**src/rtl/pest_pkg.sv**
```systemverilog
// Shared types and constants of the polyline equal-spacing trigger block.
`default_nettype none
package pest_pkg;

    localparam int MAX_TRIG_DEFAULT  = 64;
    localparam int FRAC_BITS_DEFAULT = 16;

    localparam logic [31:0] SPACING_RESET = 32'd65536;
    localparam logic [15:0] PULSE_RESET   = 16'd2000;
    localparam logic [47:0] DIST_MAX      = 48'hFFFF_FFFF_FFFF;
    localparam logic [31:0] IDX_MAX       = 32'hFFFF_FFFF;

    typedef enum logic [1:0] {
        CFG_SPACING = 2'd0,
        CFG_PULSE   = 2'd1
    } t_cfg_idx;

    // One classified vertex: either a path restart or a segment to walk.
    typedef struct packed {
        logic               restart;
        logic        [31:0] base_x;
        logic        [31:0] base_y;
        logic signed [32:0] dx;
        logic signed [32:0] dy;
    } t_seg;

endpackage
`default_nettype wire

```
**src/rtl/pest_front.sv**
```systemverilog
// Front end: accepts vertices, classifies them and forms the segment deltas.
`default_nettype none
module pest_front (
    input  wire logic         i_clk,
    input  wire logic         i_rst_n,
    input  wire logic         i_in_valid,
    output logic              o_in_stall,
    input  wire logic  [31:0] i_vertex_x,
    input  wire logic  [31:0] i_vertex_y,
    input  wire logic         i_path_start,
    input  wire logic         i_q_full,
    output logic              o_push,
    output pest_pkg::t_seg    o_seg
);

    logic        r_have_prev, n_have_prev;
    logic [31:0] r_prev_x, n_prev_x;
    logic [31:0] r_prev_y, n_prev_y;

    assign o_in_stall = i_q_full;
    assign o_push     = i_in_valid && !i_q_full;

    always_comb begin
        o_seg.restart = i_path_start || !r_have_prev;
        o_seg.base_x  = r_prev_x;
        o_seg.base_y  = r_prev_y;
        o_seg.dx      = $signed({i_vertex_x[31], i_vertex_x}) - $signed({r_prev_x[31], r_prev_x});
        o_seg.dy      = $signed({i_vertex_y[31], i_vertex_y}) - $signed({r_prev_y[31], r_prev_y});
    end

    always_comb begin
        n_have_prev = r_have_prev;
        n_prev_x    = r_prev_x;
        n_prev_y    = r_prev_y;
        if (o_push) begin
            n_have_prev = 1'b1;
            n_prev_x    = i_vertex_x;
            n_prev_y    = i_vertex_y;
        end
    end

    always_ff @(posedge i_clk) begin
        if (!i_rst_n) begin
            r_have_prev <= 1'b0;
        end else begin
            r_have_prev <= n_have_prev;
        end
        r_prev_x <= n_prev_x;
        r_prev_y <= n_prev_y;
    end

endmodule
`default_nettype wire

```
**config.mk**
```make
export PLATFORM = sky130hd
export DESIGN_NAME = pest_front
export DESIGN_NICKNAME = d
export VERILOG_FILES = /design/src/rtl/pest_pkg.sv /design/src/rtl/pest_front.sv
export SDC_FILE = /design/constraint.sdc
export NUM_CORES = 1
export LEC_CHECK = 0
export ABC_AREA = 1
export BUFFER_PORTS_ARGS = -buffer_cell sky130_fd_sc_hd__buf_2
export CAP_MARGIN = 20
export CORE_MARGIN = 1.5
export CORE_UTILIZATION = 40
export DETAILED_ROUTE_END_ITERATION = 10
export SYNTH_ARGS = -nofsm -noshare
export SYNTH_HDL_FRONTEND = slang
export SYNTH_SLANG_ARGS = --single-unit
```
**constraint.sdc**
```tcl
create_clock -name i_clk -period 7.98 [get_ports i_clk]
set_input_delay 0.798 -clock i_clk [delete_from_list [all_inputs] [get_ports i_clk]]
set_output_delay 0.798 -clock i_clk [all_outputs]
set_load 0.02 [all_outputs]
```
==> metrics <==
status complete, no violations; net count after synthesis 1,321; Seq/Total Area, Yosys 0.272; Slew @ Worst Pin 0.695 ns; drt drc 0; Startpoint Class input pin; setup slack after layout 4.60 ns; Area Growth Syn to Fin 22.2%; Crit path top cell by count nand2_1; TritonCTS Buffers 9; largest net degree at the start of global routing 50; Setup Buffers After CTS 0; Peak Freq 0.296 GHz; Die Ht 137 um; clk slew on worst S/H paths 0.06 ns; Skew-Pair Late Insertion Delay 0.34 ns; num ports 202; maximum root-to-sink buffer count 2; NumNets Final 1,533; CP Data Arrival Time 2.58 ns; CTS tree yes; Cell Chain, Critical Path buf_2, inv_1, ha_1, fa_1, inv_1, nand2_1, nand2_1, nand3_1, nand2_2, nand2_1, nand2_2, xor2_1, buf_2; Yosys reg bits 65; P per Cell Area 170 nW/um^2; die area 18,700 um^2; Routed Antenna Nets 0; headroom to the max-slew limit 0.536; PortBufs 201; Worst Skew 0 ns; Peak VDD IR 0.0974 mV; DRT iter0 DRCs 285; initial core utilization 0.411; vias in the first global route 6,725; Via density 4.49; Mean Syn Cell Area 6.02 um^2; crit end category output port; diode count 0; site row count 48; Max FO, Critical Path 3; Hold Buf Count CTS 0; first-pass GRT wire length 31,300 um; dpl ws 4.62 ns; H-tree depth 3; WP buf/inv 4; Gates resized, CTS repair 0; fin crit share 0.423; vias after detailed routing 7,310; fin. max-slew vios 0; Final Instance Area 8720 um^2; Total Wirelength 19,900 um; Tmin final 3.38 ns; Detailed Routing Iterations Pass 1 5; LEAKAGE 5.59 nW; Max Cap Viol 0; per-cell routed wire length 12.2 um; Top Family by Delay on Critical Path adder cells; Required @ worst endpoint 7.18 ns; Die X 137 um; worst stage delay on the critical path 0.41 ns; Synth warnings 0; Core Box Area 17,400 um^2; RSZ-0062 raised after global routing no; post-DP HPWL 16,700 um; layout cells sized above 1 0.173; Hold Path Class reg -> reg; initial antenna violation count 0; Congestion Overflow GR 0; setup TNS 0 ns; Total Power 0.00149 W; gp weighted congestion 0.903; Post-DP Area 8430 um^2; post-synth cell types 22; final hold violations 0; Post-Syn Area 7140 um^2; root buffer cell clkbuf_16; Setup CP Type in -> out; Mapped Cells 1,186; final setup fails 0; overall routing resource usage 0.214; Slowest-stage cell, CP fa_1; TritonCTS Sinks 65
## registers in the layout (all words and copies together) (netlist names)
name,count
r_prev_x,32
r_have_prev,1
r_prev_y,32
## cell type report
type | instances | area (um^2)
fillers | 1846 | 8630
multi-input cells | 801 | 4000
flip-flops and latches | 65 | 1940
inverters | 318 | 1190
repair buffers | 203 | 1020
well taps | 225 | 282
clock buffers | 11 | 253
clock inverters | 5 | 38.8
## path summary, 6_finish.rpt
check                           start                        to  slack [ns]  depth (start not counted)
max reg2reg  r_have_prev$_SDFFE_PN0P_  r_have_prev$_SDFFE_PN0P_        7.40                          1
min          r_have_prev$_SDFFE_PN0P_  r_have_prev$_SDFFE_PN0P_        0.47                          1
min reg2reg  r_have_prev$_SDFFE_PN0P_  r_have_prev$_SDFFE_PN0P_        0.47                          1
max                     i_vertex_y[0]                 o_seg[16]        4.60                         13
## logic make-up (layout without fill, tap and decap cells)
| family | Yosys count | count (layout) | share of synthesized area |
|---|---|---|---|
| xor+xnor | 30 | 30 | 0.0368 |
| compound gates | 46 | 46 | 0.0345 |
| flops | 65 | 65 | 0.272 |
| simple gates | 659 | 659 | 0.369 |
| buf+inv | 320 | 537 | 0.169 |
| fa+ha+maj | 66 | 66 | 0.118 |
## power by group
part           switching [W]  leakage (nW)  internal, W
clock               0.000178         0.130     0.000229
sequential         0.0000104         0.609     0.000401
combinational       0.000449          4.85     0.000220
## metrics by stage
stage,instances,hold slack [ns],util
2_1_floorplan,1186,0.441,-
3_3_place_gp,1612,0.453,0.486
3_5_place_dp,1612,0.459,0.486
4_1_cts,1628,0.474,0.503
5_1_grt,1628,0.499,0.503
6_report,1628,0.468,0.503
## synthesized netlist by cell type (all sizes together)
cell type | instances | area (um^2)
nand3 | 47 | 250
o21a | 1 | 7.51
edfxtp | 64 | 1920
a21oi | 41 | 209
fa | 2 | 40.0
nand2 | 509 | 1960
xor2 | 25 | 219
o21bai | 2 | 15.0
inv | 318 | 1190
and2 | 4 | 25.0
nor3 | 4 | 20.0
xnor2 | 5 | 43.8
dfxtp | 1 | 20.0
ha | 64 | 801
buf | 2 | 15.0
nand4 | 8 | 50.1
a21o | 2 | 15.0
nor2 | 84 | 315
or2 | 3 | 18.8
## cell usage in the layout, fill, tap and decap left out, types with 9 or more instances in the layout
| cell | instances |
|---|---|
| ha_1 | 64 |
| edfxtp_1 | 64 |
| a21oi_1 | 40 |
| buf_2 | 201 |
| xor2_1 | 25 |
| nand2_2 | 19 |
| clkbuf_16 | 9 |
| inv_1 | 318 |
| nand2_1 | 490 |
| nand3_1 | 44 |
| nor2_1 | 83 |
## layer usage
| layer | vias up | part of all wire | GRT usage |
|---|---|---|---|
| met5 | - | 0 | 0 |
| met2 | 165 | 0.48 | 0.381 |
| met1 | 3176 | 0.44 | 0.261 |
| li1 | 3938 | - | - |
| met3 | 31 | 0.048 | 0.0348 |
| met4 | 0 | 0.024 | 0.0721 |
Note: power is estimated with default switching activity, not from simulation.
