$ cat config.mk
export PLATFORM = sky130hd
export DESIGN_NAME = pest_back
export DESIGN_NICKNAME = d
export VERILOG_FILES = /design/src/rtl/pest_pkg.sv /design/src/rtl/pest_back.sv
export SDC_FILE = /design/constraint.sdc
export NUM_CORES = 2
export LEC_CHECK = 0
export ABC_AREA = 1
export BUFFER_PORTS_ARGS = -buffer_cell sky130_fd_sc_hd__buf_4
export CAP_MARGIN = 30
export CORE_MARGIN = 2
export CORE_UTILIZATION = 35
export CTS_CLUSTER_SIZE = 20
export DETAILED_ROUTE_END_ITERATION = 12
export PLACE_DENSITY = 0.57
export SYNTH_ARGS = -nofsm -noshare
export SYNTH_HDL_FRONTEND = slang
export SYNTH_SLANG_ARGS = --single-unit
export TNS_END_PERCENT = 1
$ cat constraint.sdc
create_clock -name i_clk -period 31.1 [get_ports i_clk]
set_clock_uncertainty 0.15 [all_clocks]
set_input_delay 6.22 -clock i_clk [delete_from_list [all_inputs] [get_ports i_clk]]
set_output_delay 6.22 -clock i_clk [all_outputs]
set_load 0.02 [all_outputs]
$ cat src/rtl/pest_pkg.sv
// Shared types and constants of the polyline equal-spacing trigger block.
`default_nettype none
package pest_pkg;

    localparam int MAX_TRIG_DEFAULT  = 64;
    localparam int FRAC_BITS_DEFAULT = 16;

    localparam logic [31:0] SPACING_RESET = 32'd65536;
    localparam logic [15:0] PULSE_RESET   = 16'd2000;
    localparam logic [47:0] DIST_MAX      = 48'hFFFF_FFFF_FFFF;
    localparam logic [31:0] IDX_MAX       = 32'hFFFF_FFFF;

    typedef enum logic [1:0] {
        CFG_SPACING = 2'd0,
        CFG_PULSE   = 2'd1
    } t_cfg_idx;

    // One classified vertex: either a path restart or a segment to walk.
    typedef struct packed {
        logic               restart;
        logic        [31:0] base_x;
        logic        [31:0] base_y;
        logic signed [32:0] dx;
        logic signed [32:0] dy;
    } t_seg;

endpackage
`default_nettype wire

$ cat src/rtl/pest_back.sv
// Back end: segment length, trigger placement, interpolation and result output.
`default_nettype none
module pest_back #(
    parameter int MAX_TRIG  = pest_pkg::MAX_TRIG_DEFAULT,
    parameter int FRAC_BITS = pest_pkg::FRAC_BITS_DEFAULT
) (
    input  wire logic         i_clk,
    input  wire logic         i_rst_n,
    input  wire logic         i_q_valid,
    input  pest_pkg::t_seg    i_q_data,
    output logic              o_q_pop,
    input  wire logic  [31:0] i_spacing,
    input  wire logic  [15:0] i_pulse_width,
    output logic              o_out_valid,
    input  wire logic         i_out_stall,
    output logic       [31:0] o_trigger_x,
    output logic       [31:0] o_trigger_y,
    output logic       [47:0] o_arc_length,
    output logic       [31:0] o_sequence_number,
    output logic       [15:0] o_pulse_out,
    output logic              o_last_in_run,
    output logic              o_overflow
);

    localparam int NW = $clog2(MAX_TRIG + 1);
    localparam int RW = FRAC_BITS + 1;
    localparam logic [NW-1:0] N_MAX    = NW'(MAX_TRIG);
    localparam logic [65:0]   RND      = 66'd1 << (FRAC_BITS - 1);
    localparam logic [5:0]    DIV_LAST = 6'(FRAC_BITS);

    typedef enum logic [15:0] {
        S_IDLE = 16'h0001,
        S_SQX  = 16'h0002,
        S_SQY  = 16'h0004,
        S_ADD  = 16'h0008,
        S_SQRT = 16'h0010,
        S_ENDC = 16'h0020,
        S_OVF  = 16'h0040,
        S_OVF2 = 16'h0080,
        S_TGT  = 16'h0100,
        S_CHK  = 16'h0200,
        S_DIV  = 16'h0400,
        S_MX   = 16'h0800,
        S_MY   = 16'h1000,
        S_RES  = 16'h2000,
        S_FIN  = 16'h4000,
        S_SKIP = 16'h8000
    } t_state;

    t_state             r_state, n_state;
    logic        [5:0]  r_cnt, n_cnt;
    logic        [31:0] r_base_x, n_base_x;
    logic        [31:0] r_base_y, n_base_y;
    logic signed [32:0] r_dx, n_dx;
    logic signed [32:0] r_dy, n_dy;
    logic        [65:0] r_prod;
    logic        [65:0] r_acc, n_acc;
    logic        [32:0] r_root, n_root;
    logic        [35:0] r_rem, n_rem;
    logic        [32:0] r_len, n_len;
    logic        [47:0] r_end, n_end;
    logic        [47:0] r_trav, n_trav;
    logic        [31:0] r_next, n_next;
    logic      [NW-1:0] r_n, n_n;
    logic               r_ovf, n_ovf;
    logic      [RW-1:0] r_ratio, n_ratio;
    logic        [47:0] r_tgt, n_tgt;
    logic        [31:0] r_res_x, n_res_x;
    logic               r_pend_v, n_pend_v;
    logic        [31:0] r_pend_x, n_pend_x;
    logic        [31:0] r_pend_y, n_pend_y;
    logic        [47:0] r_pend_dist, n_pend_dist;
    logic        [31:0] r_pend_seq, n_pend_seq;
    logic               r_out_v, n_out_v;
    logic        [31:0] r_out_x, n_out_x;
    logic        [31:0] r_out_y, n_out_y;
    logic        [47:0] r_out_dist, n_out_dist;
    logic        [31:0] r_out_seq, n_out_seq;
    logic        [15:0] r_out_pulse, n_out_pulse;
    logic               r_out_last, n_out_last;
    logic               r_out_ovf, n_out_ovf;

    logic [32:0] w_mag_x, w_mag_y, w_ma, w_mb;
    logic [65:0] w_prod;
    logic [35:0] w_rem2, w_trial;
    logic        w_sq_ge;
    logic [48:0] w_sum;
    logic [47:0] w_end;
    logic [32:0] w_nm;
    logic [47:0] w_off;
    logic        w_div_ge;
    logic [35:0] w_div_rem;
    logic [65:0] w_rnd;
    logic [31:0] w_q32, w_coord;
    logic [32:0] w_srem2;
    logic        w_sge;
    logic [47:0] w_quot;
    logic [31:0] w_skip;
    logic        w_out_free;

    assign w_mag_x = r_dx[32] ? 33'(-r_dx) : 33'(r_dx);
    assign w_mag_y = r_dy[32] ? 33'(-r_dy) : 33'(r_dy);

    // One shared multiplier; its operands follow the state.
    always_comb begin
        case (r_state)
            S_SQX: begin
                w_ma = w_mag_x;
                w_mb = w_mag_x;
            end
            S_SQY: begin
                w_ma = w_mag_y;
                w_mb = w_mag_y;
            end
            S_OVF: begin
                w_ma = w_nm;
                w_mb = {1'b0, i_spacing};
            end
            S_TGT: begin
                w_ma = {1'b0, r_next};
                w_mb = {1'b0, i_spacing};
            end
            S_MX: begin
                w_ma = w_mag_x;
                w_mb = 33'(r_ratio);
            end
            S_MY, S_RES: begin
                w_ma = w_mag_y;
                w_mb = 33'(r_ratio);
            end
            default: begin
                w_ma = 33'd0;
                w_mb = 33'd0;
            end
        endcase
    end

    assign w_prod = 66'(w_ma) * 66'(w_mb);

    assign w_rem2  = {r_rem[33:0], r_acc[65:64]};
    assign w_trial = {1'b0, r_root, 2'b01};
    assign w_sq_ge = (w_rem2 >= w_trial);

    assign w_sum = {1'b0, r_trav} + 49'(r_root);
    assign w_end = w_sum[48] ? pest_pkg::DIST_MAX : w_sum[47:0];
    assign w_nm  = {1'b0, r_next} + 33'(MAX_TRIG);

    // A target behind the segment start (spacing changed mid-path) sits at the start.
    assign w_off = (r_prod[47:0] > r_trav) ? (r_prod[47:0] - r_trav) : 48'd0;

    assign w_div_ge  = (r_rem >= {3'b000, r_len});
    assign w_div_rem = w_div_ge ? (r_rem - {3'b000, r_len}) : r_rem;

    assign w_rnd   = r_prod + RND;
    assign w_q32   = w_rnd[FRAC_BITS +: 32];

    assign w_srem2 = {r_rem[31:0], r_acc[47]};
    assign w_sge   = (w_srem2 >= {1'b0, i_spacing});
    assign w_quot  = {r_acc[46:0], w_sge};
    assign w_skip  = ((w_quot[47:32] != 16'd0) || (w_quot[31:0] == pest_pkg::IDX_MAX)) ?
                     pest_pkg::IDX_MAX : (w_quot[31:0] + 32'd1);

    assign w_out_free = !r_out_v || !i_out_stall;

    always_comb begin
        if (r_state == S_MY) begin
            w_coord = r_dx[32] ? (r_base_x - w_q32) : (r_base_x + w_q32);
        end else begin
            w_coord = r_dy[32] ? (r_base_y - w_q32) : (r_base_y + w_q32);
        end
    end

    always_comb begin
        n_state     = r_state;
        n_cnt       = r_cnt;
        n_base_x    = r_base_x;
        n_base_y    = r_base_y;
        n_dx        = r_dx;
        n_dy        = r_dy;
        n_acc       = r_acc;
        n_root      = r_root;
        n_rem       = r_rem;
        n_len       = r_len;
        n_end       = r_end;
        n_trav      = r_trav;
        n_next      = r_next;
        n_n         = r_n;
        n_ovf       = r_ovf;
        n_ratio     = r_ratio;
        n_tgt       = r_tgt;
        n_res_x     = r_res_x;
        n_pend_v    = r_pend_v;
        n_pend_x    = r_pend_x;
        n_pend_y    = r_pend_y;
        n_pend_dist = r_pend_dist;
        n_pend_seq  = r_pend_seq;
        n_out_v     = r_out_v && i_out_stall;
        n_out_x     = r_out_x;
        n_out_y     = r_out_y;
        n_out_dist  = r_out_dist;
        n_out_seq   = r_out_seq;
        n_out_pulse = r_out_pulse;
        n_out_last  = r_out_last;
        n_out_ovf   = r_out_ovf;
        o_q_pop     = 1'b0;

        case (r_state)
            S_IDLE: begin
                if (i_q_valid) begin
                    o_q_pop = 1'b1;
                    if (i_q_data.restart) begin
                        n_trav = 48'd0;
                        n_next = 32'd1;
                    end else begin
                        n_base_x = i_q_data.base_x;
                        n_base_y = i_q_data.base_y;
                        n_dx     = i_q_data.dx;
                        n_dy     = i_q_data.dy;
                        n_state  = S_SQX;
                    end
                end
            end
            S_SQX: begin
                n_state = S_SQY;
            end
            S_SQY: begin
                n_acc   = r_prod;
                n_state = S_ADD;
            end
            S_ADD: begin
                n_acc   = r_acc + r_prod;
                n_root  = 33'd0;
                n_rem   = 36'd0;
                n_cnt   = 6'd32;
                n_state = S_SQRT;
            end
            S_SQRT: begin
                // Two radicand bits per step, one root bit out.
                n_rem  = w_sq_ge ? (w_rem2 - w_trial) : w_rem2;
                n_root = {r_root[31:0], w_sq_ge};
                n_acc  = {r_acc[63:0], 2'b00};
                if (r_cnt == 6'd0) begin
                    n_state = S_ENDC;
                end else begin
                    n_cnt = r_cnt - 6'd1;
                end
            end
            S_ENDC: begin
                n_len = r_root;
                n_end = w_end;
                if ((r_root == 33'd0) || (i_spacing == 32'd0)) begin
                    n_trav  = w_end;
                    n_state = S_IDLE;
                end else begin
                    n_n      = '0;
                    n_pend_v = 1'b0;
                    n_state  = S_OVF;
                end
            end
            S_OVF: begin
                n_state = S_OVF2;
            end
            S_OVF2: begin
                // Overflow is known up front: the trigger just past the limit still fits.
                n_ovf   = (w_nm < {1'b0, pest_pkg::IDX_MAX}) && (r_prod <= {18'd0, r_end});
                n_state = S_TGT;
            end
            S_TGT: begin
                if ((r_n == N_MAX) || (r_next == pest_pkg::IDX_MAX)) begin
                    n_state = S_FIN;
                end else begin
                    n_state = S_CHK;
                end
            end
            S_CHK: begin
                if (r_prod > {18'd0, r_end}) begin
                    n_state = S_FIN;
                end else begin
                    n_tgt   = r_prod[47:0];
                    n_rem   = {3'b000, w_off[32:0]};
                    n_ratio = '0;
                    n_cnt   = DIV_LAST;
                    n_state = S_DIV;
                end
            end
            S_DIV: begin
                n_rem   = {w_div_rem[34:0], 1'b0};
                n_ratio = {r_ratio[RW-2:0], w_div_ge};
                if (r_cnt == 6'd0) begin
                    n_state = S_MX;
                end else begin
                    n_cnt = r_cnt - 6'd1;
                end
            end
            S_MX: begin
                n_state = S_MY;
            end
            S_MY: begin
                n_res_x = w_coord;
                n_state = S_RES;
            end
            S_RES: begin
                // The previous trigger leaves only once it is known not to be the last.
                if (!r_pend_v || w_out_free) begin
                    if (r_pend_v) begin
                        n_out_v     = 1'b1;
                        n_out_x     = r_pend_x;
                        n_out_y     = r_pend_y;
                        n_out_dist  = r_pend_dist;
                        n_out_seq   = r_pend_seq;
                        n_out_pulse = i_pulse_width;
                        n_out_last  = 1'b0;
                        n_out_ovf   = r_ovf;
                    end
                    n_pend_v    = 1'b1;
                    n_pend_x    = r_res_x;
                    n_pend_y    = w_coord;
                    n_pend_dist = r_tgt;
                    n_pend_seq  = r_next;
                    n_next      = r_next + 32'd1;
                    n_n         = r_n + NW'(1);
                    n_state     = S_TGT;
                end
            end
            S_FIN: begin
                if (!r_pend_v || w_out_free) begin
                    if (r_pend_v) begin
                        n_out_v     = 1'b1;
                        n_out_x     = r_pend_x;
                        n_out_y     = r_pend_y;
                        n_out_dist  = r_pend_dist;
                        n_out_seq   = r_pend_seq;
                        n_out_pulse = i_pulse_width;
                        n_out_last  = 1'b1;
                        n_out_ovf   = r_ovf;
                        n_pend_v    = 1'b0;
                    end
                    n_trav = r_end;
                    if (r_ovf) begin
                        n_acc   = {18'd0, r_end};
                        n_rem   = 36'd0;
                        n_cnt   = 6'd47;
                        n_state = S_SKIP;
                    end else begin
                        n_state = S_IDLE;
                    end
                end
            end
            S_SKIP: begin
                // Restoring division of the segment end by the spacing, one bit a cycle.
                n_rem = {3'b000, (w_sge ? (w_srem2 - {1'b0, i_spacing}) : w_srem2)};
                n_acc = {18'd0, w_quot};
                if (r_cnt == 6'd0) begin
                    n_next  = w_skip;
                    n_state = S_IDLE;
                end else begin
                    n_cnt = r_cnt - 6'd1;
                end
            end
            default: begin
                n_state = S_IDLE;
            end
        endcase
    end

    always_ff @(posedge i_clk) begin
        if (!i_rst_n) begin
            r_state  <= S_IDLE;
            r_trav   <= 48'd0;
            r_next   <= 32'd1;
            r_pend_v <= 1'b0;
            r_out_v  <= 1'b0;
            r_n      <= '0;
            r_ovf    <= 1'b0;
        end else begin
            r_state  <= n_state;
            r_trav   <= n_trav;
            r_next   <= n_next;
            r_pend_v <= n_pend_v;
            r_out_v  <= n_out_v;
            r_n      <= n_n;
            r_ovf    <= n_ovf;
        end
        r_cnt       <= n_cnt;
        r_base_x    <= n_base_x;
        r_base_y    <= n_base_y;
        r_dx        <= n_dx;
        r_dy        <= n_dy;
        r_prod      <= w_prod;
        r_acc       <= n_acc;
        r_root      <= n_root;
        r_rem       <= n_rem;
        r_len       <= n_len;
        r_end       <= n_end;
        r_ratio     <= n_ratio;
        r_tgt       <= n_tgt;
        r_res_x     <= n_res_x;
        r_pend_x    <= n_pend_x;
        r_pend_y    <= n_pend_y;
        r_pend_dist <= n_pend_dist;
        r_pend_seq  <= n_pend_seq;
        r_out_x     <= n_out_x;
        r_out_y     <= n_out_y;
        r_out_dist  <= n_out_dist;
        r_out_seq   <= n_out_seq;
        r_out_pulse <= n_out_pulse;
        r_out_last  <= n_out_last;
        r_out_ovf   <= n_out_ovf;
    end

    assign o_out_valid       = r_out_v;
    assign o_trigger_x       = r_out_x;
    assign o_trigger_y       = r_out_y;
    assign o_arc_length      = r_out_dist;
    assign o_sequence_number = r_out_seq;
    assign o_pulse_out       = r_out_pulse;
    assign o_last_in_run     = r_out_last;
    assign o_overflow        = r_out_ovf;

endmodule
`default_nettype wire

==> metrics.csv <==
stage,metric,value,unit
run_status,outcome,"complete, no violations",
pwr,power.total,3.39,mW
synthesis,ys_seq_elements,927,
critical_path,required,31.60,ns
routing,wl_per_cell,23.4,um
pwr,pwr-share-seq,0.416,
placed_design,dp_hpwl,305000,um
synthesis,synth_ff_type,edfxtp_1,
pwr,p_int,2.30,mW
routing,wl_met2,172000,um
routing,viasPerCell,5.18,
timing,rsz0062_at_grt,false,
critical_path,rrSetupSlack,19.74,ns
critical_path,arrival,14.79,ns
timing,timing.setup.tns,0,ns
synthesis,ys_types,77,
die,initial_core_util,0.351,
critical_path,critical_path_peak_fanout,32,
routing,dr.pass1.iters,8,
layout,finish.utilization,0.390,
pwr,comb_power_share,0.209,
critical_path,critPathSlowestCell,a221oi_1,
clock_network,holdBufCountCts,0,
timing,setup_viol,0,
routing,postRouteAntennaNets,0,
layout,drive_above_1_share,0.0712,
timing,period_minus_slack,14.29,ns
clock_network,clock_sinks,927,
synthesis,synth.yosys.warnings,0,
hold_path,hold_depth,0,
hold_path,hold_start,r_pend_y[31]$_DFFE_PP_,
pwr,peakVddDrop,0.0496,mV
timing,slew_violations,0,
synthesis,syn_avg_cell_area,8.01,um2
die,die-area,282000,um2
global_route,grt_antenna_before_repair,24,
clock_network,h-tree-depth,3,
global_route,grt_usage,0.266,
synthesis,netlist_instances,12100,
die,die_h,531,um
routing,wirelength,379000,um
routing,drc,0,
pwr,p_sw,1.10,mW
timing,hold_violations,0,
critical_path,critPathMaxStageDelay,0.60,ns
clock_network,post_cts_buffers,0,
routing,vias,83900,
layout,layout.nets,14200,
die,rows,193,
hold_path,worstHoldEndpoint,o_trigger_y[31]$_DFFE_PP_,
pwr,p_leak,53.4,nW
clock_network,max-clock-path-buffers,3,
global_route,grt_pass1_vias,82500,
layout,layout_common_cells,"nand2_1, inv_1, fa_1",
clock_network,numCtsBuffers,102,
clock_network,post_cts_resized,0,
critical_path,critPathCaptureType,flip-flop,
clock_network,clock_latency,0.78,ns
critical_path,cpMostUsedCell,fa_1,
placed_design,io_buffers,346,
timing,worst_pin_slew,1.08,ns
critical_path,r2r-end,r_prod[62]$_DFF_P_,
global_route,grt_overflow,0,
synthesis,synth_enable_flop_cells,755,
routing,highest_layer,met5,
critical_path,reg2reg_from,r_state[10]$_SDFFE_PN0P_,
routing,drtIter0Drc,7822,
clock_network,clk_pin_slew,0.06,ns
pwr,p_sw_frac,0.324,
synthesis,synth-seq-area-share,0.269,
synthesis,async_reset_ff_frac,0,
clock_network,cts_tree,built,
timing,min_period_over_period,0.459,
die,core_area,276000,um2
hold_path,hold_path.class,flip-flop to flip-flop,
placed_design,gp_congestion,0.999,
timing,relSlewSlack,0.280,
critical_path,path_class,input port to flip-flop,
layout,mostFrequentLayoutCell,nand2_1,
critical_path,start_kind,input port,
flow_run,max_cap_viol_count,0,
synthesis,synth_area,97100,um2
timing,fmax,0.0700,GHz
global_route,grt_first_pass_wirelength,555000,um
global_route,grt_max_degree,131,
routing,routedLengthMet1,156000,um
clock_network,root_buffer,clkbuf_16,
pwr,pwr-share-clk,0.375,
layout,area_growth,11.0,%
pwr,p_per_area,31.5,nW/um2
critical_path,r2r_cells,40,
routing,wl_met3,30900,um
die,die_x,531,um
die,ioPinCount,347,
## power groups by stage
stage               registers [mW]  logic, mW  clock network [mW]
floorplan                     1.43      0.455                   0
global placement              1.44      0.694                   0
detailed placement            1.44      0.693                   0
CTS                           1.41      0.697                1.30
global route                  1.41      0.773                1.34
finish                        1.41      0.710                1.27
## through the flow
stage | cell area (um2) | setup WS (ns) | hold WS [ns] | std cells
2_1_floorplan | 97100 | 14.98 | 0.250 | 12100
3_3_place_gp | 104000 | 16.23 | 0.250 | 16000
3_5_place_dp | 104000 | 16.11 | 0.255 | 16000
4_1_cts | 108000 | 16.89 | 0.266 | 16200
5_1_grt | 108000 | 16.44 | 0.270 | 16200
6_report | 108000 | 16.81 | 0.265 | 16200
## synth_stat cells, drive strengths merged, types with 140 or more instances
| master | count | share of area |
|---|---|---|
| nand2 | 2751 | 0.11 |
| inv | 2568 | 0.099 |
| fa | 965 | 0.20 |
| nor2 | 895 | 0.036 |
| edfxtp | 755 | 0.23 |
| a21oi | 723 | 0.037 |
| ha | 632 | 0.081 |
| o21ai | 569 | 0.030 |
| nand3 | 414 | 0.022 |
| buf | 246 | 0.013 |
| xor2 | 214 | 0.020 |
| dfxtp | 172 | 0.035 |
| xnor2 | 140 | 0.013 |
## sequential cells by signal, indices dropped and copies added (netlist names), 33 cells and up
register and count:
r_rem 36, r_prod 66, r_dy 33, o_arc_length 48, r_tgt 48, r_root 33
r_trav 48, r_len 33, r_end 48, r_pend_dist 48, r_dx 33, r_acc 66
## area by class of cell
cell class | instances | area (um2)
antenna | 10 | 25.0
clock buffer | 122 | 2660
clock inverter | 71 | 828
fill | 29100 | 169000
inverter | 2577 | 9670
multi-input combinational | 8265 | 59900
sequential | 927 | 26100
tap | 3705 | 4640
timing repair buffer | 513 | 3930
## worst max-delay path by stage
stage,to,start,slack (ns),cells past startpoint
after floorplan,r_base_x[0]$_DFFE_PP_,i_q_data[130],14.98,1
after CTS,r_prod[48]$_DFF_P_,i_spacing[8],16.89,28
after detailed placement,r_prod[48]$_DFF_P_,i_spacing[8],16.11,28
final,r_prod[62]$_DFF_P_,i_spacing[16],16.81,31
after global placement,r_prod[62]$_DFF_P_,i_spacing[16],16.23,31
after global routing,r_prod[48]$_DFF_P_,i_spacing[8],16.44,28
## critical path, delay by kind of cell
family | cells | cell delay, ns
adders and majority gates | 9 | 4.46
AOI/OAI and AO/OA | 8 | 1.94
buffers and inverters | 8 | 1.33
and+or+nand+nor | 6 | 0.74
## layer usage
layer / GRT usage / vias up
met4: 0.121 / 6
met2: 0.428 / 3355
li1: - / 39000
met1: 0.350 / 40900
met3: 0.0442 / 608
met5: 0 / -
## logic make-up after synthesis
family                   synth area share
multiplexers                     0.000103
buffers and inverters               0.117
other                           0.0000774
adder cells (fa/ha/maj)             0.280
XOR/XNOR                           0.0324
AND/OR/NAND/NOR                     0.190
flip-flops                          0.269
AO/OA/AOI/OAI                       0.110
Note: power is estimated with default switching activity, not from simulation.
