--- src/rtl/pest_queue.sv ---
// Two-entry queue between the front and back ends.
`default_nettype none
module pest_queue #(
    parameter int WIDTH = 8
) (
    input  wire logic             i_clk,
    input  wire logic             i_rst_n,
    input  wire logic             i_push,
    input  wire logic [WIDTH-1:0] i_wdata,
    output logic                  o_full,
    input  wire logic             i_pop,
    output logic                  o_valid,
    output logic      [WIDTH-1:0] o_rdata
);

    logic [WIDTH-1:0] r_mem [2];
    logic             r_wp, n_wp;
    logic             r_rp, n_rp;
    logic [1:0]       r_cnt, n_cnt;

    assign o_full  = (r_cnt == 2'd2);
    assign o_valid = (r_cnt != 2'd0);
    assign o_rdata = r_mem[r_rp];

    always_comb begin
        n_wp  = r_wp;
        n_rp  = r_rp;
        n_cnt = r_cnt;
        if (i_push) begin
            n_wp = ~r_wp;
        end
        if (i_pop) begin
            n_rp = ~r_rp;
        end
        if (i_push && !i_pop) begin
            n_cnt = r_cnt + 2'd1;
        end else if (!i_push && i_pop) begin
            n_cnt = r_cnt - 2'd1;
        end
    end

    always_ff @(posedge i_clk) begin
        if (!i_rst_n) begin
            r_wp  <= 1'b0;
            r_rp  <= 1'b0;
            r_cnt <= 2'd0;
        end else begin
            r_wp  <= n_wp;
            r_rp  <= n_rp;
            r_cnt <= n_cnt;
        end
        if (i_push) begin
            r_mem[r_wp] <= i_wdata;
        end
    end

endmodule
`default_nettype wire

--- config.mk ---
export PLATFORM = sky130hd
export DESIGN_NAME = pest_queue
export DESIGN_NICKNAME = d
export VERILOG_FILES = /design/src/rtl/pest_queue.sv
export SDC_FILE = /design/constraint.sdc
export NUM_CORES = 1
export LEC_CHECK = 0
export ABC_AREA = 1
export BUFFER_PORTS_ARGS = -buffer_cell sky130_fd_sc_hd__buf_2
export CAP_MARGIN = 20
export CORE_UTILIZATION = 49
export DETAILED_ROUTE_END_ITERATION = 16
export PLACE_DENSITY = 0.75
export SLEW_MARGIN = 0
export SYNTH_ARGS = -nofsm -noshare
export SYNTH_HDL_FRONTEND = slang
export SYNTH_SLANG_ARGS = --single-unit
--- constraint.sdc ---
create_clock -name i_clk -period 1.3 [get_ports i_clk]
set_clock_uncertainty 0.05 [all_clocks]
set_input_delay 0.39 -clock i_clk [delete_from_list [all_inputs] [get_ports i_clk]]
set_output_delay 0.39 -clock i_clk [all_outputs]
set_load 0.01 [all_outputs]
==> results by stage, run 1 <==
Timing:
- Derived from the worst setup path, the maximum achievable clock frequency is 604.8 MHz.
- At the pin with the least slew margin, the transition time is 0.3565 ns.
- The final period utilization is 127.2%.
- Hold timing on the final database bottoms out at a slack of roughly 0.22 ns.
- Setup total negative slack on the finished layout was measured at -2.769 ns.
- Setup repair after global routing could not meet its margin everywhere.
- The number of hold violations in the final report is 0.
- The total setup violations reported at the end of the flow is 10.
- The final critical-path required period is 1.654 ns.
- The final worst-path setup slack is -0.3536 ns.
- The worst slew margin relative to its limit is 76.20%.
- The final count of pins violating max slew is 0.

Floorplanning:
- Measured along the x axis, the die boundary spans 42.68 um.
- The die boundary height is 42.68 um.
- The floorplan step defined a die boundary enclosing 1821 um^2.
- The number of top-level pins is 22.
- The core region area is 1524 um^2.
- Once the floorplan was initialized, standard cells occupied a little over half of the core.
- The number of placement rows is 14.

Global route:
- The initial antenna violation count is 0.
- The first global-routing pass estimated 1945 um of wire.
- For this run the aggregate overflow at the end of global routing stands at 0.
- The maximum number of pins on one net before global-route repair is 13.
- Across every metal layer, demand over resource in global routing totals between 10% and 20%.
- The number of global-route vias before repair is 505.

Route:
- The length of the first detailed-routing pass in iterations is 4.
- The detailed-route DRC error count is 0.
- The remaining antenna violation count after routing is 0.
- The iteration-0 DRC count of the detailed router is 7.
- After detailed routing, the average wire length per cell comes to between 10 and 15 um.
- The routed layout has 505 vias.
- The wire length reported by the detailed router is between 1000 and 1500 um.
- The detail-routed via count per cell is 4.856.

Clock tree:
- Clock latency on the worst-skew pair, taken at its later pin, is 0.30 ns.
- The clock passes through at most 2 buffers.
- The number of buffers added by the clock tree synthesis step is 3.
- In this run the number of H-tree levels came out at 1.
- Buffers inserted to repair hold after CTS numbered 0.
- Clock-pin slew was measured on the worst setup and hold paths at 0.11 ns.
- The clock sink count is 21.
- CTS placed an instance of clkbuf_4 at the clock tree root.
- The TritonCTS clock tree is built.

Yosys:
- The mean cell area of the mapped netlist is 13.98 um^2.
- The number of different library cells used by synthesis comes to 16.
- The dominant cell type by area after synthesis is edfxtp_1.
- The post-synthesis cell count is 58.
- Yosys attributes the largest share of cell area to edfxtp_1, dfxtp_1, mux2_2.
- After synthesis the cells add up to 810.8 um^2.
- The register bit count reported by yosys is 21.
- The proportion of synthesized chip area in sequential cells is 71.60%.
- For this run, the number of Yosys warnings is 0.
- When the netlist entered floorplanning its net count stood at 71.
- The fraction of post-synthesis cell area in the top cell type by area is 59.26%.

Cells and area:
- The number of nets at the end of the flow is 102.
- The area of the multi-input gates is 215.2 um^2.
- The filler-free cell count of the finished design is 104.
- The sequential standard cell area is 584.3 um^2.
- Cells with a size suffix above 1 make up 51.14% of the layout.
- The final antenna diode count is 0.
- The layout has 115 filler cells.
- Compared with the post-synthesis result, the final layout area differs by 34.26%.

Critical path:
- Data on the critical path arrives at its endpoint at about 1.2 ns.
- In this run the register-to-register setup slack is between 0.2 and 0.25 ns.
- STA classifies the critical path endpoint as a primary output.
- Of all nets on the critical path, the largest fanout is 5.
- The worst setup path is of the reg2out kind.
- The worst setup path is launched from a register.
- The critical path required time is 0.86 ns.

Placed design:
- The pre-CTS worst setup slack is -0.06797 ns.
- The final weighted congestion of routability-driven global placement is 0.6319.
- The detailed placement HPWL is 827.3 um.
- The number of cells in the design after placement is between 90 and 100.
- Port buffering added 21 buffers.

Power and ir drop:
- Dividing total power by cell area gives a power density of around 1200 nW/um^2.
- The worst voltage drop across the vdd grid is ~0.66 mV.
- The static leakage is 0.4932 nW.

Status:
- The run finished, with violations left.
- The checks that failed: setup timing.

Min path:
- The path class of the tightest hold or removal check is in2reg.

Run:
- The number of max-cap violations is 0.
metrics by stage:
step / util (%) / power [mW] / area (um^2)
after floorplan: - / 0.9110 / 810.8
after global placement: 62.64 / 0.9828 / 954.7
after detailed placement: 62.64 / 0.9883 / 954.7
after CTS: 71.43 / 1.354 / 1089
after global routing: 71.43 / 1.406 / 1089
final: 71.43 / 1.344 / 1089
state kept, by name, indices dropped and copies added (netlist names), named ones only:
| signal | flops |
|---|---|
| r_rp | 1 |
| r_cnt | 2 |
| r_wp | 1 |
| r_mem | 16 |
cell families (layout without fill, tap and decap cells):
group / Yosys count / count (layout) / synth area share [%]
flip-flops: 21 / 21 / 71.61
XOR/XNOR: 1 / 1 / 1.080
buffers and inverters: 10 / 40 / 5.555
AO/OA/AOI/OAI: 2 / 2 / 1.233
AND/OR/NAND/NOR: 15 / 15 / 7.870
adder cells (fa/ha/maj): 1 / 1 / 1.543
multiplexers: 8 / 8 / 11.11
cells in the final DEF (no fill, tap or decap), drive strengths merged:
cell type / netlist / routed
edfxtp: 16 / 16
nor3: 1 / 1
nand4: 1 / 1
clkbuf: 0 / 3
o21ai: 1 / 1
ha: 1 / 1
mux2: 8 / 8
dfxtp: 5 / 5
nor2: 6 / 6
nand2: 6 / 6
inv: 9 / 9
xnor2: 1 / 1
clkinv: 0 / 1
buf: 1 / 27
a21oi: 1 / 1
nand3: 1 / 1
critical path, cell delays in order (launching register included):
cell and delay [ns]:
dfxtp_2 0.36, buf_6 0.13, mux2_4 0.30, buf_6 0.12
worst paths after layout:
kind	end	cells past startpoint	startpoint
max	o_rdata[7]	3	register
min	r_mem[0][5]	1	i_wdata[5]
max reg2reg	r_mem[1][4]	2	r_wp
min reg2reg	r_wp	2	r_wp
synth_stat cells:
| library cell | n |
|---|---|
| ha_1 | 1 |
| nor2_1 | 6 |
| nor3_1 | 1 |
| buf_6 | 1 |
| mux2_2 | 8 |
| xnor2_1 | 1 |
| dfxtp_1 | 5 |
| o21ai_0 | 1 |
| nand2_1 | 5 |
| edfxtp_1 | 16 |
| inv_2 | 1 |
| nand2_2 | 1 |
| inv_1 | 8 |
| nand3_1 | 1 |
| a21oi_1 | 1 |
| nand4_1 | 1 |
final cells by class:
cell class	count	area share, %
clock buffers	3	2.069
flip-flops and latches	21	53.68
multi-input cells	27	19.77
repair buffers	27	19.08
inverters	9	3.103
clock inverters	1	0.4598
well taps	16	1.839
timing repair:
action / CTS / global route
setup endpoints to repair: 10 / 10
setup buffers: 2 / 0
endpoints found under the hold margin: 0 / 0
gates resized for setup: 22 / 0
power breakdown:
part           internal [mW]  switching (mW)  leakage [nW]
combinational          0.150           0.108         0.283
clock                  0.115           0.183        0.0177
sequential             0.770          0.0186         0.193
total                   1.03           0.310         0.493
layer usage:
metal	global-route usage [%]	vias up	wire length, um
li1	-	257	-
met4	7.500	0	16
met3	4.255	3	58
met2	26.67	14	623
met1	15.41	231	524
met5	0	-	0
No activity file was read; power rests on OpenSTA's default activity.
==> run 2, diff against run 1 <==
--- a/config.mk
+++ b/config.mk
@@ -10,3 +10,5 @@
 export CAP_MARGIN = 20
+export CORE_MARGIN = 3
 export CORE_UTILIZATION = 49
+export CTS_CLUSTER_SIZE = 24
 export DETAILED_ROUTE_END_ITERATION = 16
--- a/constraint.sdc
+++ b/constraint.sdc
@@ -4,2 +4,2 @@
 set_output_delay 0.39 -clock i_clk [all_outputs]
-set_load 0.01 [all_outputs]
+set_load 0.1 [all_outputs]
==> run 2 against run 1 <==
Net effect:
- design area up 11%
- critical path type unchanged
- register-to-register slack barely moved
- sequential power is essentially flat
- sequential cell count unchanged
- worst hold slack about the same
- count of clock-buffer cells in the layout unchanged
- the flow still finishes with violations (setup timing)
- final cell count stayed put
- worst setup slack worse by 0.055 ns
- global-route usage is 0.30 points lower
- largest cell class unchanged
- sequential share of layout area fell by 4.9 points
==> results by stage, run 2 (synthesis results as in run 1) <==
Status:
- The run finished, with violations left.
- The checks that failed: setup timing.

Critical path:
- The highest cell delay on the worst timing path is 0.36 ns (about the same).
- The worst reg-to-reg path cell count is 2 (unchanged).
- The signal on the critical path passes through buf_6 > mux2_4 > buf_12.
- The critical path arrival is 1.27 ns (+0.06 ns).
- The startpoint-to-endpoint class of the critical path is reg2out.
- The kind of capture point of the worst setup path is a primary output.
- The largest fanout on the critical path is 4 (-1).
- The critical register-to-register path endpoint is r_mem[1][3].
- The critical path required time is 0.86 ns (about the same).
- The startpoint of the lowest-slack register-to-register path is r_wp.
- STA classifies the critical path startpoint as a register.
- For this design, the slowest cell found on the critical path is dfxtp_2.
- The setup slack of the most critical reg-to-reg path is 0.24 ns (about the same).

Global route:
- The maximum number of pins on one net before global-route repair is 13 (unchanged).
- The global-route wire length before repair was 2125 um (+9.3%).
- The total congestion overflow after global routing was 0 (unchanged).
- The total routing usage reported by global routing is 14.53% (-0.30 points).
- The initial antenna violation count was 0 (unchanged).
- The number of global-route vias before repair is 494 (-2.2%).

Floorplanning:
- The area of the die was 2179 um^2 (+20%).
- The number of top-level pins is 22 (unchanged).
- The die span in x is 46.68 um (+9.4%).
- The core region area came to 1524 um^2 (unchanged).
- The initial cell density of the core is 53.20% (unchanged).
- The die boundary height came to 46.68 um (+9.4%).
- The number of placement rows is 14 (unchanged).

Placed design:
- The number of I/O port buffers is 21 (unchanged).
- The detailed placement HPWL came to 1023 um (+24%).
- The post-detailed-placement cell area is 1115 um^2 (+17%).
- The number of cells in the design after placement is 98 (unchanged).
- The final weighted congestion of routability-driven global placement was 0.7238 (+15%).

Clock tree:
- The deepest clock path buffer count was 2 (unchanged).
- The clock insertion delay at the later pin of the skew report is 0.30 ns (about the same).
- The clock sink count is 21 (unchanged).
- The clock slew seen by the registers of the worst setup and hold paths is 0.11 ns (about the same).
- The number of buffers added by the clock tree synthesis step is 3 (unchanged).
- The clock root buffer is clkbuf_4.
- The TritonCTS clock tree is built.
- The number of buffers inserted for hold repair after clock tree synthesis is 0 (unchanged).
- The H-tree depth was 1 (unchanged).

Cells and area:
- The final antenna diode count is 0 (unchanged).
- The filler-free cell count of the finished design is 104 (unchanged).
- The flip-flop count of the largest register after layout was 16 (unchanged).
- The sequential standard cell area was 586.8 um^2 (+0.43%).
- The most frequent standard cell in the layout excluding fill and tap cells is edfxtp_1.
- The cell area after layout was 1204 um^2 (+11%).
- The post-route core utilization is 78.98% (+7.6 points).
- The area growth from synthesis to layout is 48.46%.
- The fraction of layout cells with a size suffix above 1 was 53.41% (+2.3 points).
- The largest registers in the layout are r_mem: 16 flops, r_cnt: 2 flops.
- r_mem holds more flip-flops than any other register.
- Leaving out fill and tap cells, the most frequent cells in the layout are edfxtp_1, buf_2, buf_12, mux2_4, inv_1.
- The number of nets at the end of the flow is 102 (unchanged).
- The area of the multi-input gates is 225.2 um^2 (+4.7%).
- The fill cell total of the finished layout is 84 (-27%).

Min path:
- The worst hold path belongs to the class in2reg.
- The sink of the worst hold path is r_mem[0][0].
- In this run the most critical hold path is launched from i_wdata[0].
- The cell depth of the worst min-delay path is 1 (unchanged).

Timing:
- The total setup violations reported at the end of the flow was 10 (unchanged).
- The final count of pins violating max slew is 0 (unchanged).
- The highest attainable clock frequency is 585.4 MHz (-3.2%).
- The final critical-path required period was 1.708 ns (+0.05470 ns).
- The worst slew margin relative to its limit came to 76.83% (+0.62 points).
- Setup repair after global routing could not meet its margin everywhere.
- The final period utilization is 131.4% (+4.2 points).
- The setup TNS after final layout was -3.458 ns (-0.6892 ns).
- The final worst-path setup slack came to -0.4083 ns (-0.05470 ns).
- The final hold slack is 0.2211 ns (-0.0004030 ns).
- The transition time at the pin with the least slew margin is 0.3472 ns (-0.009343 ns).
- The number of hold violations in the final report was 0 (unchanged).

Route:
- The overall via count from detail_route is 516 (+2.2%).
- The detail-routed via count per cell was 4.962 (+2.2%).
- The routed length per instance is 13.40 um (+14%).
- The remaining antenna violation count after routing was 0 (unchanged).
- The length of the first detailed-routing pass in iterations was 4 (unchanged).
- The iteration-0 DRC count of the detailed router is 9 (+2).
- The detailed-route DRC error count is 0 (unchanged).
- The wire length reported by the detailed router was 1394 um (+14%).

Power and ir drop:
- The worst voltage drop across the vdd grid is 0.9789 mV (+48%).
- The power density over the cells came to 1413 nW/um^2 (+14%).
- The static leakage is 0.5298 nW (+7.4%).

Run:
- The number of max-cap violations is 0 (unchanged).
-- run 2: power by group --
part	switching [mW]	internal, mW	total (mW)
combinational	0.371	0.235	0.606
sequential	0.0219	0.770	0.791
clock	0.189	0.115	0.304
total	0.582	1.12	1.70
-- run 2: what timing repair did --
item	4_1_cts	5_1_grt
setup endpoints to repair	10	10
resized for setup	15	1
setup buffers	2	0
-- run 2: final cells by class --
cell class / instances / area share (%)
clock buffer: 3 / 1.871
tap: 16 / 1.663
multi-input combinational: 27 / 18.71
clock inverter: 1 / 0.4158
sequential: 21 / 48.75
inverter: 9 / 3.015
timing repair buffer: 27 / 25.57
-- run 2: how the worst max path moves through the flow --
stage / slack [ns] / startpoint / cells after the start / endpoint
after floorplan: -0.11 / register / 2 / o_rdata[0]
after global placement: -0.12 / register / 3 / o_rdata[7]
after detailed placement: -0.13 / register / 3 / o_rdata[6]
after CTS: -0.42 / register / 3 / o_rdata[6]
after global routing: -0.45 / register / 3 / o_rdata[1]
final: -0.41 / register / 3 / o_rdata[3]
-- run 2: metal layers --
layer,vias to the layer above,global-route usage (%),wire [um]
met3,6,2.344,74
met2,18,24.73,707
met1,237,17.12,567
met5,-,0,0
met4,0,8.287,44
li1,255,-,-
-- run 2: worst max-delay path: cells and delay by family (launching register included) --
family | cells | cell delay [ns]
muxes | 1 | 0.32
DFF | 1 | 0.36
buffers and inverters | 2 | 0.29
-- run 2: metrics by stage --
stage               power [mW]  setup WS, ns
global placement         1.359       -0.1153
floorplan                1.160       -0.1101
CTS                      1.709       -0.4173
global route             1.761       -0.4465
finish                   1.701       -0.4083
detailed placement       1.372       -0.1327
==> run 3, diff against run 2 <==
Settings changed: ABC_AREA 1 to default, CORE_UTILIZATION 49 to 48, PLACE_DENSITY 0.75 to 0.74.
==> run 3 against run 2 <==
Net effect:
- the flow still finishes with violations (setup timing)
- design area is 1.7% higher
- critical path type unchanged
- worst hold slack better by 0.021 ns
- combinational power is 7.9% higher
- worst setup slack better by 0.036 ns
- maximum frequency is 2.1% higher
- die area is 0.32% higher
==> results by stage, run 3 <==
Status:
- The run finished, with violations left.
- The checks that failed: setup timing.

Timing:
- The worst slew margin relative to its limit is 75.33% (-1.5 points).
- The final critical-path required period came to 1.672 ns (-0.03586 ns).
- The number of hold violations in the final report is 0 (unchanged).
- Setup repair after global routing could not meet its margin everywhere.
- The transition time at the pin with the least slew margin was 0.3701 ns (+0.02292 ns).
- The highest attainable clock frequency is 597.9 MHz (+2.1%).
- The total setup violations reported at the end of the flow came to 10 (unchanged).
- The final worst-path setup slack is -0.3724 ns (+0.03586 ns).
- The final count of pins violating max slew was 0 (unchanged).
- The final period utilization was 128.6% (-2.8 points).
- The setup TNS after final layout was -3.402 ns (+0.05614 ns).

Global route:
- The total routing usage reported by global routing came to 14.06% (-0.47 points).
- The initial antenna violation count was 0 (unchanged).
- The number of global-route vias before repair is 473 (-4.3%).
- The global-route wire length before repair is 2056 um (-3.2%).
- The total congestion overflow after global routing is 0 (unchanged).
- The maximum number of pins on one net before global-route repair came to 12 (-1).

Critical path:
- The critical path arrival came to 1.23 ns (-0.04 ns).
- The highest cell delay on the worst timing path is 0.45 ns (+0.09 ns).
- Grouping stages by cell kind, the critical path spends the most delay in flip-flops.
- The count of buffer and inverter cells on the critical path came to 1 (-1).
- The largest fanout on the critical path was 8 (+4).
- By startpoint and endpoint, the worst setup path is classified as reg2out.
- The startpoint type of the worst setup path is a register.
- The critical path required time is 0.86 ns (about the same).
- The worst setup path is captured at a primary output.
- The critical path's slowest cell is dfxtp_4.
- Traced cell by cell, the critical path runs through mux2_4 > buf_12.

Clock tree:
- The clock slew seen by the registers of the worst setup and hold paths is 0.11 ns (about the same).
- The TritonCTS clock tree is built.
- The root buffer cell chosen for the clock tree is clkbuf_4.
- The number of buffers added by the clock tree synthesis step was 3 (unchanged).
- The clock insertion delay at the later pin of the skew report came to 0.29 ns (about the same).
- The H-tree depth is 1 (unchanged).
- The deepest clock path buffer count was 2 (unchanged).
- The clock sink count is 21 (unchanged).
- The number of buffers inserted for hold repair after clock tree synthesis is 0 (unchanged).

Cells and area:
- The fill cell total of the finished layout is 86 (+2.4%).
- The fraction of layout cells with a size suffix above 1 is 59.49% (+6.1 points).
- The cell area after layout came to 1224 um^2 (+1.7%).
- The number of nets at the end of the flow is 93 (-8.8%).
- The register with the most flip-flops in the final layout is r_mem.
- In the layout the commonest cells are edfxtp_1, buf_2, buf_12, mux2_4, buf_4.
- In the final layout, the registers with the most flip-flops are r_mem: 16 flops, r_cnt: 2 flops.
- The final antenna diode count is 0 (unchanged).
- The area growth from synthesis to layout is 53.53%.
- Leaving out fill and tap cells, the most frequent cell in the layout is edfxtp_1.
- The flip-flop count of the largest register after layout was 16 (unchanged).

Route:
- The detailed-route DRC error count is 0 (unchanged).
- The detail-routed via count per cell came to 4.958 (about the same).
- The iteration-0 DRC count of the detailed router is 7 (-2).
- The length of the first detailed-routing pass in iterations is 4 (unchanged).
- The remaining antenna violation count after routing came to 0 (unchanged).
- The routed length per instance is 14.13 um (+5.4%).
- The wire length reported by the detailed router came to 1342 um (-3.7%).
- The overall via count from detail_route is 471 (-8.7%).

Yosys:
- The post-synth net total is 60 (-15%).
- The area fraction in and, or, nand and nor cells after synthesis came to 7.378% (-0.49 points).
- The post-synthesis instance area is 797.0 um^2 (-1.7%).
- The most numerous cell in the Yosys netlist is edfxtp_1.
- The xor-xnor portion of the synthesized cell area is 3.297% (+2.2 points).
- The multiplexer share of the synthesized area is 11.30% (+0.19 points).
- The share of async-settable or async-resettable flops after synthesis was 0% (unchanged).
- The area share of fa/ha/maj cells after synthesis is 1.570% (+0.027 points).
- The post-synthesis cell count is 47 (-19%).
- The combinational family with the most area after synthesis is multiplexers.
- The register bit count reported by yosys is 21 (unchanged).
- The largest total area in the synthesized netlist belongs to edfxtp_1.
- The fraction of post-synthesis cell area in the top cell type by area is 60.28% (+1.0 points).
- The proportion of synthesized chip area in sequential cells is 72.84% (+1.2 points).
- The count of flip-flops with a built-in enable after synthesis is 16 (unchanged).
- The number of warnings issued by yosys came to 0 (unchanged).
- After synthesis, the cell types taking the most area are edfxtp_1, dfxtp_1, mux2_2.
- By count the netlist is led by edfxtp_1, mux2_2, dfxtp_1, and2_1.
- For this run, the leading register cell type out of synthesis is edfxtp_1.
- The count of cell types in the netlist came to 16 (unchanged).
- The compound-cell area share of the yosys netlist is 2.512% (+1.3 points).
- The mean cell area of the mapped netlist is 16.96 um^2 (+21%).

Floorplanning:
- The number of placement rows is 14 (unchanged).
- The area of the die was 2186 um^2 (+0.32%).
- The core region area is 1541 um^2 (+1.1%).
- The number of top-level pins was 22 (unchanged).
- The die span in x is 46.75 um (+0.16%).
- The die boundary height is 46.75 um (+0.16%).
- The initial cell density of the core is 51.70% (-1.5 points).

Placed design:
- The number of I/O port buffers was 21 (unchanged).
- The post-detailed-placement cell area is 1028 um^2 (-7.7%).
- The detailed placement HPWL is 915.5 um (-11%).
- The final weighted congestion of routability-driven global placement came to 0.6014 (-17%).

Run:
- The number of max-cap violations came to 0 (unchanged).

Min path:
- The class of the tightest hold or removal check is in2reg.

Power and ir drop:
- The power density over the cells is 1422 nW/um^2 (+0.63%).
- The worst voltage drop across the vdd grid was 0.8760 mV (-11%).
- The overall power is 1.740 mW (+2.3%).
- The static leakage is 0.5073 nW (-4.2%).
## run 3: cell types whose count changed in the layout (fill, tap and decap cells not counted), moves of 2 or more
cell / change
nor2b_1: +2
nand2_2: -2
nor2_1: -5
nand2_1: -4
inv_1: -6
and2_1: +4
## run 3: path summary, 6_finish.rpt
kind                                 start           to  slack [ns]  depth (start not counted)
worst max-delay path              register   o_rdata[3]       -0.37                          2
worst max register to register    r_cnt[0]     r_cnt[1]        0.04                          5
worst min-delay path            i_wdata[1]  r_mem[0][1]        0.24                          1
worst min register to register        r_rp         r_rp        0.54                          2
## run 3: cell families after synthesis
kind of cell / Yosys count
and+or+nand+nor: 9
xor gates and xnor gates: 3
DFF: 21
adders and majority gates: 1
buffers and inverters: 2
muxes: 8
AOI/OAI and AO/OA: 3
## run 3: cell type report
| class | count | area [um^2] | area share [%] |
|---|---|---|---|
| flip-flops and latches | 21 | 586.8 | 47.96 |
| repair buffers | 29 | 326.6 | 26.69 |
| multi-input cells | 24 | 260.3 | 21.27 |
| clock buffers | 4 | 26.28 | 2.147 |
| well taps | 16 | 20.02 | 1.636 |
| inverters | 1 | 3.754 | 0.3067 |
## run 3: repair_timing
item,4_1_cts,5_1_grt
cloned,0,0
endpoints found under the setup margin,10,11
buffers inserted,0,2
gates resized for setup,40,4
endpoints found under the hold margin,0,0
pin swaps,1,4
## run 3: power by group
part           leakage, nW  internal [mW]  switching, mW
Combinational        0.299          0.278          0.376
Sequential           0.193          0.771         0.0304
Clock               0.0150          0.119          0.166
Total                0.507           1.17          0.573
## run 3: layer usage
| metal | part of all wire (%) | routed length [um] | track usage (%) | vias to the layer above |
|---|---|---|---|---|
| met1 | 37 | 500 | 14.79 | 224 |
| met3 | 3.7 | 49 | 3.448 | 2 |
| met5 | 0 | 0 | 0 | - |
| met4 | 0.60 | 8 | 3.315 | 0 |
| li1 | - | - | - | 234 |
| met2 | 58 | 783 | 27.75 | 11 |
## run 3: stage by stage
step	utilization (%)	setup slack (ns)	cells	hold WS, ns
after floorplan	-	-0.01607	47	0.4111
after global placement	66.72	-0.2144	90	0.5153
after detailed placement	66.72	-0.2222	90	0.5143
after CTS	77.84	-0.3765	94	0.2338
after global routing	79.38	-0.4282	95	0.2182
final	79.38	-0.3724	95	0.2421
